===== config.mk =====
export PLATFORM = sky130hd
export DESIGN_NAME = hhnq_fifo
export DESIGN_NICKNAME = d
export VERILOG_FILES = /design/src/hw/rtl/hhnq_pkg.sv /design/src/hw/rtl/hhnq_fifo.sv
export SDC_FILE = /design/constraint.sdc
export NUM_CORES = 1
export LEC_CHECK = 0
export BUFFER_PORTS_ARGS = -buffer_cell sky130_fd_sc_hd__buf_2
export CORE_MARGIN = 3
export CORE_UTILIZATION = 40
export DETAILED_ROUTE_END_ITERATION = 10
export GPL_ROUTABILITY_DRIVEN = 0
export SLEW_MARGIN = 20
export SYNTH_ARGS = -nofsm -noshare
export SYNTH_HDL_FRONTEND = slang
export SYNTH_SLANG_ARGS = --single-unit
export TNS_END_PERCENT = 5

===== constraint.sdc =====
create_clock -name clk -period 1.6 [get_ports clk]
set_clock_uncertainty 0.1 [all_clocks]
set_input_delay 0.16 -clock clk [delete_from_list [all_inputs] [get_ports clk]]
set_output_delay 0.16 -clock clk [all_outputs]
set_load 0.01 [all_outputs]

===== src/hw/rtl/hhnq_pkg.sv =====
// ----------------------------------------------------------------------------
// hhnq_pkg: shared types and constants
// Item modes, register indexes, the front-to-back item and the result item.
// ----------------------------------------------------------------------------
package hhnq_pkg;

	localparam int BLOCK_SIZE_DEF = 256;
	localparam int FRAC_BITS_DEF  = 8;
	localparam int CELL_MAX_W     = 10;
	localparam int MID_DEPTH      = 4;
	localparam int OUT_DEPTH      = 2;

	localparam logic [7:0] SQUARE_SIZE_RST = 8'd8;

	typedef enum logic [1:0] {
		MODE_HEIGHT = 2'd0,
		MODE_FLAGS  = 2'd1,
		MODE_QUERY  = 2'd2,
		MODE_NONE   = 2'd3
	} mode_t;

	typedef enum logic [0:0] {
		REG_SQUARE_SIZE = 1'b0,
		REG_TILING_ON   = 1'b1
	} cfg_reg_t;

	typedef struct packed {
		mode_t                 mode;
		logic [15:0]           hv;
		logic                  emp;
		logic                  spl;
		logic                  ok;
		logic [CELL_MAX_W-1:0] cx;
		logic [CELL_MAX_W-1:0] cy;
		logic [7:0]            fx;
		logic [7:0]            fy;
	} mid_item_t;

	typedef struct packed {
		logic               hit;
		logic [23:0]        height;
		logic signed [16:0] nx;
		logic signed [16:0] ny;
	} out_item_t;

endpackage


===== src/hw/rtl/hhnq_fifo.sv =====
// ----------------------------------------------------------------------------
// hhnq_fifo: small register queue
// Push/full in, pop/empty out; head entry shown while not empty.
// ----------------------------------------------------------------------------
module hhnq_fifo import hhnq_pkg::*; #(
	parameter int WIDTH = 8,
	parameter int DEPTH = 2
) (
	input  logic             clk,
	input  logic             arst_n,
	input  logic             push,
	output logic             full,
	input  logic [WIDTH-1:0] din,
	input  logic             pop,
	output logic             empty,
	output logic [WIDTH-1:0] dout
);

	localparam int PW = (DEPTH > 1) ? $clog2(DEPTH) : 1;
	localparam int CNW = $clog2(DEPTH + 1);

	logic [WIDTH-1:0] mem_q [0:DEPTH-1];
	logic [PW-1:0]    wr_ptr_q;
	logic [PW-1:0]    rd_ptr_q;
	logic [CNW-1:0]   cnt_q;
	logic             do_push;
	logic             do_pop;

	assign full    = (cnt_q == CNW'(DEPTH));
	assign empty   = (cnt_q == '0);
	assign do_push = push && !full;
	assign do_pop  = pop && !empty;
	assign dout    = mem_q[rd_ptr_q];

	always_ff @(posedge clk or negedge arst_n) begin
		if (!arst_n) begin
			wr_ptr_q <= '0;
			rd_ptr_q <= '0;
			cnt_q    <= '0;
		end else begin
			if (do_push)
				wr_ptr_q <= (wr_ptr_q == PW'(DEPTH - 1)) ? '0 : wr_ptr_q + PW'(1);
			if (do_pop)
				rd_ptr_q <= (rd_ptr_q == PW'(DEPTH - 1)) ? '0 : rd_ptr_q + PW'(1);
			if (do_push && !do_pop)
				cnt_q <= cnt_q + CNW'(1);
			else if (do_pop && !do_push)
				cnt_q <= cnt_q - CNW'(1);
		end
	end

	always_ff @(posedge clk) begin
		if (do_push)
			mem_q[wr_ptr_q] <= din;
	end

endmodule


==> results of run 1 <==
per-layer routing:
layer | track usage | vias to the layer above | part of all wire
met5 | 0 | - | 0
met4 | 0.0415 | 0 | 0
met3 | 0.0326 | 0 | 0.058
met2 | 0.202 | 13 | 0.53
met1 | 0.140 | 215 | 0.41
li1 | - | 233 | -
power by group:
part	internal, mW	switching (mW)	leakage [nW]
combinational	0.344	0.294	0.242
sequential	0.731	0.0952	0.193
clock	0.138	0.141	0.0210
total	1.21	0.531	0.456
through the flow:
stage                     TNS [ns]  instance area [um2]
final                            0                 1080
after global routing        -0.209                 1080
after CTS                        0                 1060
after detailed placement         0                  936
after global placement           0                  936
after floorplan                  0                  782
state kept, by name, summed over array words and instances (netlist names):
signal	flops
cnt_q	2
mem_q	16
rd_ptr_q	1
wr_ptr_q	1
layout by cell type (no fill, tap or decap), types with 3 or more instances in the layout:
| master | count |
|---|---|
| mux2_1 | 6 |
| dlygate4sd3_1 | 9 |
| nor2_1 | 3 |
| buf_4 | 5 |
| edfxtp_1 | 16 |
| clkbuf_4 | 3 |
| buf_2 | 21 |
timing repair:
item / 4_1_cts / 5_1_grt
resized for setup: 1 / 1
hold buffers: 9 / 0
setup buffers: 0 / 2
endpoints found under the setup margin: 8 / 9
hold endpoints to repair: 20 / 0
pin swaps: 0 / 1
cloned: 0 / 0
final cells by class:
type / count / area, um2 / area share
repair buffers: 35 / 233 / 0.216
flip-flops and latches: 20 / 583 / 0.540
well taps: 25 / 31.3 / 0.0290
multi-input cells: 21 / 189 / 0.175
clock buffers: 4 / 36.3 / 0.0336
inverters: 2 / 7.51 / 0.00695
worst reg2reg max path: stages, from the launching register on:
cell and delay, ns:
dfrtp_2 0.41, nand2b_1 0.18, nand2_2 0.11, inv_1 0.05
ha_1 0.30, nor2_1 0.14, xor2_1 0.15
cells by family (layout without fill, tap and decap cells):
| group | after synthesis | after routing | synth area share |
|---|---|---|---|
| flip-flops | 20 | 20 | 0.742 |
| multiplexers | 8 | 8 | 0.115 |
| AND/OR/NAND/NOR | 6 | 6 | 0.0384 |
| XOR/XNOR | 5 | 5 | 0.0656 |
| buffers and inverters | 3 | 41 | 0.0160 |
| adder cells (fa/ha/maj) | 1 | 1 | 0.0160 |
| AO/OA/AOI/OAI | 1 | 1 | 0.00639 |
final timing paths:
check	end	slack, ns	cells past startpoint
min reg2reg	cnt_q[1]$_DFFE_PN0P_	0.43	1
min	wr_ptr_q$_DFFE_PN0N_	0.07	3
max	dout[6]	0.06	2
max reg2reg	cnt_q[1]$_DFFE_PN0P_	0.10	6
max in group asynchronous	cnt_q[0]$_DFFE_PN0P_	1.17	2
min in group asynchronous	cnt_q[1]$_DFFE_PN0P_	0.09	2
==> qor.yml, run 1 <==
antenna_left: 0
coreArea_um2: 1780
grt_pass1_wl_mm: 2.21
yosysMostFrequentCell: "edfxtp_1"
synth_area_um2: 782
vias: 461
final_core_util: 0.606
ys_ff_latch: 20
grt_antenna_before_repair: 0
tritoncts: "done"
drt-total-wl_mm: 1.29
synth_area_per_cell_um2: 17.8
drv_slew: 0
ir_worst_vdd_mv: 0.794
critPathCaptureType: "output port"
placed_cells: 92
fill_cells: 140
p_leak_nw: 0.456
worst_setup_path_start_kind: "flip-flop"
hold_viol: 0
worstPathBufferInverterCount: 1
clock_sinks: 20
cts_buffers: 3
drtIter0Drc: 2
clock_path_buffers: 2
place_ws_ns: 0.0375
synthesis.nets: 57
yosysUniqueCellTypes: 15
worstPathRequired_ns: 1.34
drive_gt1_frac: 0.439
power_density_nw_per_um2: 1620
critPathSlowestCell: "dfrtp_2"
first_pass_iters: 3
arrival_ns: 1.28
clock_latency_ns: 0.29
critical_path.max_fanout: 9
portBuffers: 21
r2r-start: "cnt_q[0]$_DFFE_PN0P_"
rows: 15
rsz0062_at_grt: "true"
vias_per_cell: 4.31
drc: 0
htree_levels: 1
globalRouteTotalUtil: 0.118
path_clk_slew_ns: 0.11
synth_edf_count: 16
cp_top_family: "flip-flops"
synth_flop_cell: "edfxtp_1"
yosysWarningCount: 0
stdcell_count: 107
overflow: 0
first_global_vias: 492
power_mw: 1.74
relSlewSlack: 0.866
synth.top_cell.area_share: 0.614
cts_root_buf: "clkbuf_4"
postSynthCellCount: 44
yosysSeqAreaShare: 0.742
fin_crit_ns: 1.54
startpoint: "rd_ptr_q$_DFFE_PN0P_"
synth.area.top_cells: "edfxtp_1, dfrtp_1, mux2_1"
worstPathCellList: "mux2_1 -> buf_2"
run_status: "finished, final reports clean"
num_io_pins: 22
hold_path.class: "in2reg"
whs_ns: 0.0718
wl_per_cell_um: 12.0
setup_viol: 0
antenna_cells: 0
finalCritPeriodShare: 0.962
final_nets: 96
critPathKind: "reg2out"
worstHoldStart: "push"
async_reset_ff_frac: 0.200
fin_ws_ns: 0.0604
start_util: 0.439
cpPeakStageDelay_ns: 0.50
drv_cap: 0
fmax_mhz: 650
syn_to_final_growth_pct: 38.1
grt_max_degree: 12
die_y_um: 50.2
dieArea_um2: 2520
die_w_um: 50.2
yosysTopAreaCell: "edfxtp_1"
synth_common_cells: "edfxtp_1, mux2_1, dfrtp_1"
worst_pin_slew_ns: 0.199
No activity file was read; power rests on OpenSTA's default activity.
==> inputs of run 2 (changes only) <==
--- a/config.mk
+++ b/config.mk
@@ -6,6 +6,7 @@
 export NUM_CORES = 1
 export LEC_CHECK = 0
 export BUFFER_PORTS_ARGS = -buffer_cell sky130_fd_sc_hd__buf_2
+export CORE_ASPECT_RATIO = 1.25
 export CORE_MARGIN = 3
 export CORE_UTILIZATION = 40
 export DETAILED_ROUTE_END_ITERATION = 10
==> run 2 against run 1 <==
Routed wire length down 3.2%. Via count up 1.5%. Utilization down 1.7 points. Sequential power about the same. Register-to-register slack better by 0.03 ns. Clock power up 2%. First-iteration DRC count down 100%.
==> qor.yml, run 2 (synthesis results as in run 1) <==
final_area_um2: 1060
drv_cap: 0
num_io_pins: 22
finalCritPeriodShare: 0.973
wl_per_cell_um: 12.4
final_core_util: 0.588
clock_path_buffers: 2
path_clk_slew_ns: 0.11
cp_top_family: "flip-flops"
overflow: 0
vias: 468
die_w_um: 45.5
critPathKind: "reg2out"
rsz0062_at_grt: "true"
largest_register: "mem_q"
largest_reg_flops: 16
drive_gt1_frac: 0.420
worst_pin_slew_ns: 0.424
ir_worst_vdd_mv: 0.791
fin_crit_ns: 1.56
die_y_um: 55.4
fmax_mhz: 643
clock_sinks: 20
portBuffers: 21
tritoncts: "done"
antenna_left: 0
dieArea_um2: 2520
post-dp-hpwl_um: 839
p_leak_nw: 0.451
critical_path.max_fanout: 9
worstPathBufferInverterCount: 1
first_pass_iters: 1
drc: 0
worstPathRequired_ns: 1.34
final_common_cell: "buf_2"
run_status: "finished, final reports clean"
antenna_cells: 0
start_util: 0.433
clock_latency_ns: 0.29
vias_per_cell: 4.68
final_cell_mix: "buf_2, edfxtp_1, dlygate4sd3_1"
htree_levels: 1
coreArea_um2: 1810
hold_path.class: "in2reg"
power_mw: 1.73
grt_pass1_wl_mm: 2.00
globalRouteTotalUtil: 0.114
worst_setup_path_start_kind: "flip-flop"
placed_area_um2: 928
critPathSlowestCell: "dfrtp_2"
final_nets: 95
first_global_vias: 479
drv_slew: 0
setup_viol: 0
arrival_ns: 1.30
critPathCaptureType: "output port"
rows: 17
cts_root_buf: "clkbuf_4"
hold_viol: 0
drt-total-wl_mm: 1.24
worstPathCellList: "mux2_2 -> buf_2"
grt_max_degree: 12
cpPeakStageDelay_ns: 0.51
cts_buffers: 3
drtIter0Drc: 0
relSlewSlack: 0.717
syn_to_final_growth_pct: 36.0
grt_antenna_before_repair: 0
power_density_nw_per_um2: 1630
reg.largest.list: "mem_q (16), cnt_q (2)"
-- run 2: area by class of cell --
| class | count | area [um2] |
|---|---|---|
| fill | 148 | 744 |
| sequential | 20 | 582 |
| timing repair buffer | 34 | 225 |
| multi-input combinational | 21 | 189 |
| clock buffer | 4 | 36.3 |
| tap | 19 | 23.8 |
| inverter | 2 | 7.51 |
-- run 2: worst min-delay path: cells and delay by family --
family	cells	cell delay (ns)
xor+xnor	1	0.06
buf+inv	1	0.11
simple gates	1	0.09
-- run 2: stage by stage --
| stage | worst slack (ns) | setup TNS [ns] | instances | hold WS, ns |
|---|---|---|---|---|
| global route | -0.0364 | -0.178 | 100 | 0.0435 |
| floorplan | 0.108 | 0 | 44 | -0.236 |
| detailed placement | 0.147 | 0 | 86 | -0.124 |
| CTS | 0.00124 | 0 | 99 | 0.0301 |
| global placement | 0.134 | 0 | 86 | -0.127 |
| finish | 0.0439 | 0 | 100 | 0.0445 |
-- run 2: layer usage --
| layer | wire [um] | up-vias | share of wire | track usage |
|---|---|---|---|---|
| met5 | 0 | - | 0 | 0 |
| met4 | 8 | 0 | 0.0064 | 0.0753 |
| met3 | 65 | 2 | 0.052 | 0.0293 |
| met2 | 601 | 14 | 0.48 | 0.178 |
| met1 | 570 | 221 | 0.46 | 0.130 |
| li1 | - | 231 | - | - |
-- run 2: report_power, final --
part / switching (mW) / internal, mW
clock network: 0.146 / 0.139
logic: 0.286 / 0.332
registers: 0.0990 / 0.730
-- run 2: worst paths after layout --
| kind | startpoint | to | slack [ns] | cells past startpoint |
|---|---|---|---|---|
| setup / recovery | rd_ptr_q$_DFFE_PN0P_ | dout[7] | 0.04 | 2 |
| hold / removal | push | wr_ptr_q$_DFFE_PN0N_ | 0.04 | 3 |
| setup reg to reg | cnt_q[0]$_DFFE_PN0P_ | cnt_q[1]$_DFFE_PN0P_ | 0.13 | 6 |
| hold reg to reg | cnt_q[1]$_DFFE_PN0P_ | cnt_q[1]$_DFFE_PN0P_ | 0.44 | 1 |
| max in group asynchronous | arst_n | rd_ptr_q$_DFFE_PN0P_ | 1.18 | 2 |
| min in group asynchronous | arst_n | cnt_q[0]$_DFFE_PN0P_ | 0.09 | 2 |
-- run 2: what timing repair did --
item                       CTS  global route
buffers inserted             0             1
setup endpoints to repair    8             8
resized for setup            1             0
hold endpoints to repair    20             0
hold buffers                 9             0
==> inputs of run 3 (changes only) <==
==> constraint.sdc (replaced) <==
create_clock -name clk -period 1.6 [get_ports clk]
set_clock_uncertainty 0.1 [all_clocks]
set_input_delay 0.16 -clock clk [delete_from_list [all_inputs] [get_ports clk]]
set_output_delay 0.16 -clock clk [all_outputs]
set_load 0.05 [all_outputs]
==> run 3 against run 2 <==
Combinational power grew 80%. Flip-flop and latch count is the same. Final cell count is the same. Critical path type unchanged. Register-to-register slack lost 0.02 ns. Die area is the same. Global-route usage shrank 1.0 points. Via count shrank 1.9%. Critical path depth is the same. Clock power grew 42%. Fmax shrank 1.6%.
==> qor.yml, run 3 (synthesis results as in run 1) <==
run_status: "finished, final reports clean"
clock_sinks: 20
clkPwrFrac: 0.173
comb_power_share: 0.474
start_util: 0.433
worstPathRequired_ns: 1.34
drc: 0
p_leak_nw: 0.475
htree_levels: 1
relSlewSlack: 0.740
wl_per_cell_um: 11.9
critPathKind: "reg2out"
final_nets: 95
overflow: 0
grt_antenna_before_repair: 0
critPathCaptureType: "output port"
syn_to_final_growth_pct: 44.5
die_w_um: 45.5
power_density_nw_per_um2: 2070
cts_buffers: 3
critical_path.max_fanout: 9
final_core_util: 0.625
drive_gt1_frac: 0.420
drt-total-wl_mm: 1.19
internal-power_mw: 1.43
globalRouteTotalUtil: 0.103
largest_reg_flops: 16
switchingPower_mw: 0.907
coreArea_um2: 1810
path_clk_slew_ns: 0.11
antenna_left: 0
num_io_pins: 22
setup_viol: 0
rows: 17
cts_root_buf: "clkbuf_4"
fill_cells: 142
portBuffers: 21
fin_ws_ns: 0.0182
first_pass_iters: 2
dieArea_um2: 2520
worst_pin_slew_ns: 0.390
largest_register: "mem_q"
clock_path_buffers: 2
first_global_vias: 470
drv_slew: 0
power_mw: 2.33
grt_pass1_wl_mm: 1.88
multiInputGateArea_um2: 189
stdcell_count: 100
seqPwrFrac: 0.353
drv_cap: 0
final_cell_mix: "edfxtp_1, buf_2, dlygate4sd3_1"
switching_share: 0.389
vias_per_cell: 4.59
placed_cells: 86
fin_crit_ns: 1.58
ir_worst_vdd_mv: 1.36
tritoncts: "done"
clock_latency_ns: 0.30
final_common_cell: "edfxtp_1"
vias: 459
fmax_mhz: 632
rsz0062_at_grt: "true"
die_y_um: 55.4
worst_setup_path_start_kind: "flip-flop"
finalCritPeriodShare: 0.989
drtIter0Drc: 4
post-dp-hpwl_um: 847
reg.largest.list: "mem_q (16), cnt_q (2)"
place_ws_ns: 0.114
antenna_cells: 0
grt_max_degree: 13
arrival_ns: 1.32
hold_viol: 0
regArea_um2: 582
hold_path.class: "in2reg"
[run 3: cell types whose count changed in the layout (fill, tap and decap cells not counted), sizes merged]
cell / delta
clkbuf: -1
bufinv: +1
[run 3: final timing paths]
| check | cells after the start | start | endpoint | slack (ns) |
|---|---|---|---|---|
| worst max register to register | 6 | cnt_q[0]$_DFFE_PN0P_ | cnt_q[1]$_DFFE_PN0P_ | 0.11 |
| max in group asynchronous | 2 | arst_n | rd_ptr_q$_DFFE_PN0P_ | 1.19 |
| worst min-delay path | 3 | push | wr_ptr_q$_DFFE_PN0N_ | 0.04 |
| min in group asynchronous | 2 | arst_n | rd_ptr_q$_DFFE_PN0P_ | 0.08 |
| worst max-delay path | 2 | rd_ptr_q$_DFFE_PN0P_ | dout[7] | 0.02 |
| worst min register to register | 1 | wr_ptr_q$_DFFE_PN0N_ | wr_ptr_q$_DFFE_PN0N_ | 0.43 |
[run 3: repair_timing]
action,4_1_cts,5_1_grt
hold buffers,9,0
resized for setup,17,0
hold endpoints to repair,20,0
endpoints found under the setup margin,8,8
buffers inserted,1,0
[run 3: metal layers]
| layer | wire length [um] | part of all wire | global-route usage | vias up |
|---|---|---|---|---|
| met5 | 0 | 0 | 0 | - |
| met4 | 8 | 0.0067 | 0.0628 | 0 |
| met3 | 77 | 0.065 | 0.0228 | 2 |
| met2 | 592 | 0.50 | 0.172 | 14 |
| met1 | 511 | 0.43 | 0.113 | 212 |
| li1 | - | - | - | 231 |
[run 3: final cells by class]
| cell class | instances | area share |
|---|---|---|
| flip-flops and latches | 20 | 0.515 |
| repair buffers | 34 | 0.244 |
| multi-input cells | 21 | 0.167 |
| clock inverters | 1 | 0.0266 |
| well taps | 19 | 0.0210 |
| clock buffers | 3 | 0.0199 |
| inverters | 2 | 0.00664 |
[run 3: worst max-delay path, stage by stage (launching register included)]
cell and delay, ns:
dfrtp_2 0.50, mux2_2 0.37, buf_6 0.15
[run 3: power groups by stage]
stage	clock network [mW]	registers (mW)	logic [mW]
CTS	0.414	0.827	1.12
global placement	0	0.837	0.945
detailed placement	0	0.839	0.948
finish	0.404	0.823	1.11
floorplan	0	0.793	0.770
global route	0.436	0.837	1.17
[run 3: stage by stage]
stage	hold WS [ns]	cell area, um2	TNS, ns
4_1_cts	0.0258	1130	-0.000891
3_5_place_dp	-0.125	928	0
2_1_floorplan	-0.236	782	0
6_report	0.0357	1130	0
3_3_place_gp	-0.125	928	0
5_1_grt	0.0254	1130	-0.336
